<file path="src/rtl/dga_pkg.sv">
// Shared types and constants for the double-byte glyph address block.
package dga_pkg;

	localparam int BYTE_PIXELS = 8;

	localparam int CODE_W   = 16;
	localparam int IDX_W    = 15;
	localparam int BYTES_W  = 9;
	localparam int OFFSET_W = 24;
	localparam int INFO_W   = 32;
	localparam int HEIGHT_W = 6;
	localparam int START_W  = 16;
	localparam int CP_W     = 3;
	localparam int REG_IDX_W = 2;
	localparam int INFO_HEIGHT_LSB = 26;

	typedef enum logic [REG_IDX_W-1:0] {
		REG_CODE_PAGE    = 2'd0,
		REG_GLYPH_HEIGHT = 2'd1,
		REG_DATA_START   = 2'd2,
		REG_PROP_MODE    = 2'd3
	} reg_idx_t;

	localparam logic [CP_W-1:0] CP_932 = 3'd0;
	localparam logic [CP_W-1:0] CP_936 = 3'd1;
	localparam logic [CP_W-1:0] CP_949 = 3'd2;
	localparam logic [CP_W-1:0] CP_950 = 3'd3;

	localparam logic [IDX_W-1:0] CELLS_932 = 15'd188;
	localparam logic [IDX_W-1:0] CELLS_936 = 15'd94;
	localparam logic [IDX_W-1:0] CELLS_949 = 15'd188;
	localparam logic [IDX_W-1:0] CELLS_950 = 15'd157;

	typedef struct packed {
		logic             hit;
		logic [IDX_W-1:0] idx;
	} dga_idx_t;

endpackage

</file>
<file path="src/rtl/dbcs_glyph_address.sv">
// Top level: glyph address generator for double-byte bitmap fonts.
// One character code is taken on every cycle that start is high (busy stays low) and its
// result appears with done after three register stages, one result per code, in order; the
// stages are the input register, the code page index decode and the
// index-times-glyph-size multiply. The receiver has no way to stall: each result is on the
// ports for the single cycle that done is high. Write configuration only while no code is
// in flight.
module dbcs_glyph_address #(
	parameter int INDEX_ENTRY_BYTES = 4
) (
	input  logic                             clk,
	input  logic                             arst_n,
	input  logic                             start,
	output logic                             busy,
	input  logic [dga_pkg::CODE_W-1:0]       char_code,
	input  logic                             cfg_wr_en,
	input  logic [dga_pkg::REG_IDX_W-1:0]    cfg_index,
	input  logic [dga_pkg::START_W-1:0]      cfg_wdata,
	output logic                             done,
	output logic                             found,
	output logic                             table_entry,
	output logic [dga_pkg::OFFSET_W-1:0]     byte_offset,
	output logic [dga_pkg::INFO_W-1:0]       char_info,
	output logic [dga_pkg::HEIGHT_W-1:0]     glyph_width
);
	import dga_pkg::*;

	logic [CP_W-1:0]     code_page_q;
	logic [HEIGHT_W-1:0] glyph_height_q;
	logic [START_W-1:0]  data_start_q;
	logic                prop_mode_q;
	logic [BYTES_W-1:0]  glyph_bytes_q;

	logic [HEIGHT_W-1:0] wr_height;
	logic [6:0]          wr_cols;
	logic [BYTES_W-1:0]  wr_bytes;

	logic                valid_s1;
	logic [CODE_W-1:0]   code_s1;
	dga_idx_t            idx_comb;
	logic [OFFSET_W-1:0] tbl_off_comb;

	logic                valid_s2;
	dga_idx_t            idx_s2;
	logic                tbl_hit_s2;
	logic [OFFSET_W-1:0] tbl_off_s2;

	logic [OFFSET_W-1:0] glyph_prod;
	logic [OFFSET_W-1:0] glyph_off;

	logic                done_q;
	logic                found_q;
	logic                table_q;
	logic [OFFSET_W-1:0] offset_q;
	logic [INFO_W-1:0]   info_q;
	logic [HEIGHT_W-1:0] width_q;

	assign wr_height = cfg_wdata[HEIGHT_W-1:0];
	assign wr_cols   = 7'(({1'b0, wr_height} + 7'(BYTE_PIXELS - 1)) / 7'(BYTE_PIXELS));
	assign wr_bytes  = BYTES_W'(wr_cols) * BYTES_W'(wr_height);

	always_ff @(posedge clk or negedge arst_n) begin
		if (!arst_n) begin
			code_page_q    <= CP_936;
			glyph_height_q <= 6'd16;
			glyph_bytes_q  <= 9'd32;
			data_start_q   <= '0;
			prop_mode_q    <= 1'b0;
		end else if (cfg_wr_en) begin
			unique case (reg_idx_t'(cfg_index))
				REG_CODE_PAGE: begin
					code_page_q <= cfg_wdata[CP_W-1:0];
				end
				REG_GLYPH_HEIGHT: begin
					glyph_height_q <= wr_height;
					glyph_bytes_q  <= wr_bytes;
				end
				REG_DATA_START: begin
					data_start_q <= cfg_wdata;
				end
				REG_PROP_MODE: begin
					prop_mode_q <= cfg_wdata[0];
				end
				default: begin
					prop_mode_q <= prop_mode_q;
				end
			endcase
		end
	end

	assign busy = 1'b0;

	// stage 1: input register
	always_ff @(posedge clk or negedge arst_n) begin
		if (!arst_n) begin
			valid_s1 <= 1'b0;
		end else begin
			valid_s1 <= start;
		end
	end

	always_ff @(posedge clk) begin
		if (start) begin
			code_s1 <= char_code;
		end
	end

	dga_index_map u_index_map (
		.code_page (code_page_q),
		.char_code (code_s1),
		.idx_out   (idx_comb)
	);

	assign tbl_off_comb = {8'd0, data_start_q} +
	                      {16'd0, code_s1[7:0]} * OFFSET_W'(INDEX_ENTRY_BYTES);

	// stage 2: decoded index
	always_ff @(posedge clk or negedge arst_n) begin
		if (!arst_n) begin
			valid_s2 <= 1'b0;
		end else begin
			valid_s2 <= valid_s1;
		end
	end

	always_ff @(posedge clk) begin
		if (valid_s1) begin
			idx_s2     <= idx_comb;
			tbl_hit_s2 <= (code_s1[15:8] == 8'd0);
			tbl_off_s2 <= tbl_off_comb;
		end
	end

	assign glyph_prod = {9'd0, idx_s2.idx} * {15'd0, glyph_bytes_q};
	assign glyph_off  = {8'd0, data_start_q} + glyph_prod;

	// result register
	always_ff @(posedge clk or negedge arst_n) begin
		if (!arst_n) begin
			done_q <= 1'b0;
		end else begin
			done_q <= valid_s2;
		end
	end

	always_ff @(posedge clk) begin
		if (valid_s2) begin
			if (prop_mode_q) begin
				found_q  <= tbl_hit_s2;
				table_q  <= tbl_hit_s2;
				offset_q <= tbl_hit_s2 ? tbl_off_s2 : '0;
				info_q   <= '0;
				width_q  <= '0;
			end else begin
				found_q  <= idx_s2.hit;
				table_q  <= 1'b0;
				offset_q <= idx_s2.hit ? glyph_off : '0;
				info_q   <= idx_s2.hit ? {glyph_height_q, 2'b00, glyph_off} : '0;
				width_q  <= idx_s2.hit ? glyph_height_q : '0;
			end
		end
	end

	assign done        = done_q;
	assign found       = found_q;
	assign table_entry = table_q;
	assign byte_offset = offset_q;
	assign char_info   = info_q;
	assign glyph_width = width_q;

endmodule

</file>
<file path="src/rtl/dga_index_map.sv">
// Row/cell to glyph index decoder for the supported double-byte code pages.
module dga_index_map (
	input  logic [dga_pkg::CP_W-1:0]   code_page,
	input  logic [dga_pkg::CODE_W-1:0] char_code,
	output dga_pkg::dga_idx_t          idx_out
);
	import dga_pkg::*;

	logic [7:0]       r;
	logic [7:0]       c;
	logic [IDX_W-1:0] row;
	logic [IDX_W-1:0] col;

	assign r = char_code[15:8];
	assign c = char_code[7:0];

	always_comb begin
		idx_out = '0;
		row = '0;
		col = '0;
		unique case (code_page)
			CP_932: begin
				if (r >= 8'h81 && r <= 8'h9F) begin
					row = 15'(r - 8'h81);
				end else begin
					row = 15'(r - 8'hE0) + 15'd31;
				end
				if (c >= 8'h40 && c <= 8'h7E) begin
					col = 15'(c - 8'h40);
				end else begin
					col = 15'(c - 8'h80) + 15'd63;
				end
				idx_out.hit = ((r >= 8'h81 && r <= 8'h9F) || (r >= 8'hE0 && r <= 8'hFC)) &&
				              ((c >= 8'h40 && c <= 8'h7E) || (c >= 8'h80 && c <= 8'hFC));
				idx_out.idx = row * CELLS_932 + col;
			end
			CP_936: begin
				row = 15'(r - 8'hA1);
				col = 15'(c - 8'hA1);
				idx_out.hit = (r >= 8'hA1 && r <= 8'hFE) && (c >= 8'hA1 && c <= 8'hFE);
				idx_out.idx = row * CELLS_936 + col;
			end
			CP_949: begin
				row = 15'(r - 8'h81);
				if (c >= 8'h41 && c <= 8'h7E) begin
					col = 15'(c - 8'h41);
				end else begin
					col = 15'(c - 8'h81) + 15'd62;
				end
				idx_out.hit = (r >= 8'h81) &&
				              ((c >= 8'h41 && c <= 8'h7E) || (c >= 8'h81 && c <= 8'hFE));
				idx_out.idx = row * CELLS_949 + col;
			end
			CP_950: begin
				row = 15'(r - 8'hA1);
				if (c >= 8'h40 && c <= 8'h7E) begin
					col = 15'(c - 8'h40);
				end else begin
					col = 15'(c - 8'hA1) + 15'd63;
				end
				idx_out.hit = (r >= 8'hA1 && r <= 8'hFE) &&
				              ((c >= 8'h40 && c <= 8'h7E) || (c >= 8'hA1 && c <= 8'hFE));
				idx_out.idx = row * CELLS_950 + col;
			end
			default: begin
				idx_out = '0;
			end
		endcase
	end

endmodule

</file>
<file path="config.mk">
export PLATFORM = sky130hd
export DESIGN_NAME = dbcs_glyph_address
export DESIGN_NICKNAME = d
export VERILOG_FILES = /design/src/rtl/dga_pkg.sv /design/src/rtl/dbcs_glyph_address.sv /design/src/rtl/dga_index_map.sv
export SDC_FILE = /design/constraint.sdc
export NUM_CORES = 1
export LEC_CHECK = 0
export ABC_CLOCK_PERIOD_IN_PS = 7100
export BUFFER_PORTS_ARGS = -buffer_cell sky130_fd_sc_hd__buf_2
export CAP_MARGIN = 10
export CORE_UTILIZATION = 55
export DETAILED_ROUTE_END_ITERATION = 10
export PLACE_DENSITY = 0.84
export SYNTH_ARGS = -nofsm -noshare
export SYNTH_HDL_FRONTEND = slang
export SYNTH_SLANG_ARGS = --single-unit
</file>
<file path="constraint.sdc">
create_clock -name clk -period 7.1 [get_ports clk]
set_input_delay 1.065 -clock clk [delete_from_list [all_inputs] [get_ports clk]]
set_output_delay 1.065 -clock clk [all_outputs]
set_load 0.02 [all_outputs]
</file>
==> flow_summary.ini <==
[layout]
diodes = 0
final_cell_mix = inv_1 (312), ha_1 (237), fa_1 (200)
syn2layout_area_growth_pct = 7.75
drive_gt1_share_pct = 10.2
instances_no_fill = 2473
nets = 2487
fillers = 2658
final_common_cell = inv_1

[worst_setup_path]
crit_type = reg2reg
cp.arrival_ns = 6.82
crit_fanout = 7
endpoint = idx_s2[12]$_DFFE_PP_
rr_worst_depth = 23
setup.worst_path.start = code_s1[1]$_DFFE_PP_
cp-start-kind = register
cp_slowest_cell = or4b_1
reg2reg_to = idx_s2[12]$_DFFE_PP_
ff2ff_setup_slack_ns = 0.46
crit_path_max_incr_delay_ns = 0.57
required_ns = 7.28
r2r-start = code_s1[1]$_DFFE_PP_
setup.worst_path.end_class = register
path_cells = inv_1 > ha_1 > or4b_1 > nor3_1 > o211ai_1 > a32oi_1 > xnor2_1 > o21ai_0 > ha_1 > fa_1 > inv_1 > fa_1 > fa_1 > inv_1 > ha_1 > a21o_1 > a31o_2 > nand4_1 > nand3b_1 > xnor2_1 > o22ai_1 > a21oi_1 > o21ai_0

[logic_synthesis]
synthCells = 1948
ys_ff_latch = 137
synth_area_sq_um = 18700
synth.top_cells.by_area = fa_1 (21%), edfxtp_1 (16%), ha_1 (16%), inv_1 (6.2%), xnor2_1 (5.8%)
synth-compound-area-share_pct = 11.0
synth-edff-count = 99
synth_top_family_by_area = adder cells
yosys_warnings = 0
synthArstFlopShare_pct = 27.7
avgSynthCellArea_sq_um = 9.62
synth_xor_area_share_pct = 8.00
synth_fa_ha_area_share_pct = 37.2
ys.flop_type = edfxtp_1
synth.area.mux_share_pct = 2.19
synthSimpleGateAreaFrac_pct = 12.5
synth.distinct_cells = 86
yosysTopAreaCellShare_pct = 21.4
yosysSeqAreaShare_pct = 21.0
yosys.area.top_type = fa_1

[clock_network]
h-tree-depth = 4
clock_latency_ns = 0.44
root_buffer = clkbuf_16
clkSlewWorstSetupHoldPaths_ns = 0.07
postCtsHoldBufs = 0
cts_sinks = 137
cts_buffers = 17
cts_max_path_buffers = 2
cts_tree = yes

[floorplanning]
boundaryPins = 104
start_util_pct = 55.9
die_h_microns = 187
core.rowCount = 67
die_x_microns = 187
dieArea_sq_um = 34800
core_sq_um = 33500

[routing]
drtAntennaViolNets = 0
drt-initial-drc-count = 963
dr.pass1.iters = 7
viasPerCell = 5.75
wire_per_inst_microns = 18.3
wl_mm = 45.3
dr_total_vias = 14200
drc = 0

[global_route]
grt_max_degree = 51
first_global_vias = 15000
grt_use_total_pct = 26.9
antenna_found_initial = 0
grt_overflow = 0
grt_pass1_wl_mm = 74.3

[sta]
final.setup.worst_slack_ns = 0.458
slew_viol_final = 0
hold_slack_ns = 0.479
worstMarginPinSlew_ns = 1.16
timing.fmax_ghz = 0.151
fin_tns_setup_ns = 0
rsz0062_at_grt = false
fin_crit_ns = 6.64
setup_viol = 0
fin_crit_sh_pct = 93.5
skew_ns = 0.0168
report.final.hold_viol_count = 0
slew_headroom_pct = 22.4

[min_path]
min_path_type = reg2reg

[placement]
dp_slack_ns = 0.304
gp_congestion = 1.01
hpwlAfterDp_mm = 37.0
dp_cells = 2441
io_buffers = 100

[status]
outcome = complete, no violations

[run]
cap_violations = 0
[stage by stage]
step / utilization [%] / area (sq um)
2_1_floorplan: - / 18800
3_3_place_gp: 58.4 / 19600
3_5_place_dp: 58.4 / 19600
4_1_cts: 60.2 / 20200
5_1_grt: 60.2 / 20200
6_report: 60.2 / 20200
[sequential cells by signal, summed over array words and instances (netlist names)]
signal	cells
char_info	30
byte_offset	17
tbl_off_s2	17
code_s1	16
data_start_q	16
idx_s2	16
glyph_bytes_q	9
glyph_height_q	6
code_page_q	3
done	1
found	1
prop_mode_q	1
table_entry	1
tbl_hit_s2	1
valid_s1	1
valid_s2	1
[area by class of cell]
class | instances | area [sq um] | share of cell area, %
flip-flops and latches | 137 | 3930 | 19.4
inverters | 315 | 1180 | 5.85
well taps | 448 | 561 | 2.78
multi-input cells | 1427 | 13300 | 65.9
clock inverters | 14 | 179 | 0.886
clock buffers | 18 | 429 | 2.12
repair buffers | 114 | 606 | 3.00
[kinds of logic (layout without fill, tap and decap cells)]
| group | count (synthesis) | in the layout |
|---|---|---|
| fa+ha+maj | 437 | 437 |
| xor+xnor | 168 | 168 |
| buf+inv | 386 | 461 |
| simple gates | 469 | 469 |
| other cells | 1 | 3 |
| mux | 36 | 36 |
| compound gates | 314 | 314 |
| flops | 137 | 137 |
[worst min-delay path by stage]
stage                                            from  slack [ns]  depth (start not counted)                       to
after global placement    data_start_q[0]$_DFFE_PN0P_        0.46                          0  tbl_off_s2[0]$_DFFE_PP_
after floorplan           data_start_q[0]$_DFFE_PN0P_        0.45                          0  tbl_off_s2[0]$_DFFE_PP_
after global routing      data_start_q[1]$_DFFE_PN0P_        0.50                          0  tbl_off_s2[1]$_DFFE_PP_
final                     data_start_q[1]$_DFFE_PN0P_        0.48                          0  tbl_off_s2[1]$_DFFE_PP_
after detailed placement  data_start_q[1]$_DFFE_PN0P_        0.47                          0  tbl_off_s2[1]$_DFFE_PP_
after CTS                 data_start_q[1]$_DFFE_PN0P_        0.48                          0  tbl_off_s2[1]$_DFFE_PP_
[layer usage]
layer / wire (microns) / GRT usage (%)
met4: 1830 / 11.6
met5: 0 / 0
met2: 22700 / 48.1
met1: 17700 / 31.9
met3: 3100 / 4.27
[cells in the mapped netlist (all sizes together), types with 25 or more instances]
library cell	n
mux2	30
nor2	88
xor2	42
nand3	25
buf	26
a21o	61
dfrtp	35
nand2	163
edfxtp	99
clkbuf	45
ha	237
nand2b	25
o21ai	86
fa	200
a21oi	76
nor2b	30
and2	74
xnor2	124
inv	313
[worst max-delay path: cells and delay by family (launching register included)]
| family | cells | cell delay, ns |
|---|---|---|
| fa+ha+maj | 6 | 2.53 |
| simple gates | 4 | 0.99 |
| flops | 1 | 0.50 |
| buf+inv | 3 | 0.38 |
| compound gates | 8 | 1.56 |
| xor+xnor | 2 | 0.43 |
[timing repair]
item	in CTS	in global routing
gates resized for setup	0	3
setup buffers	0	0
endpoints found under the setup margin	0	2
Power is not shown: default switching activity piles up to over one toggle a cycle in this logic, so the estimate is an artifact.
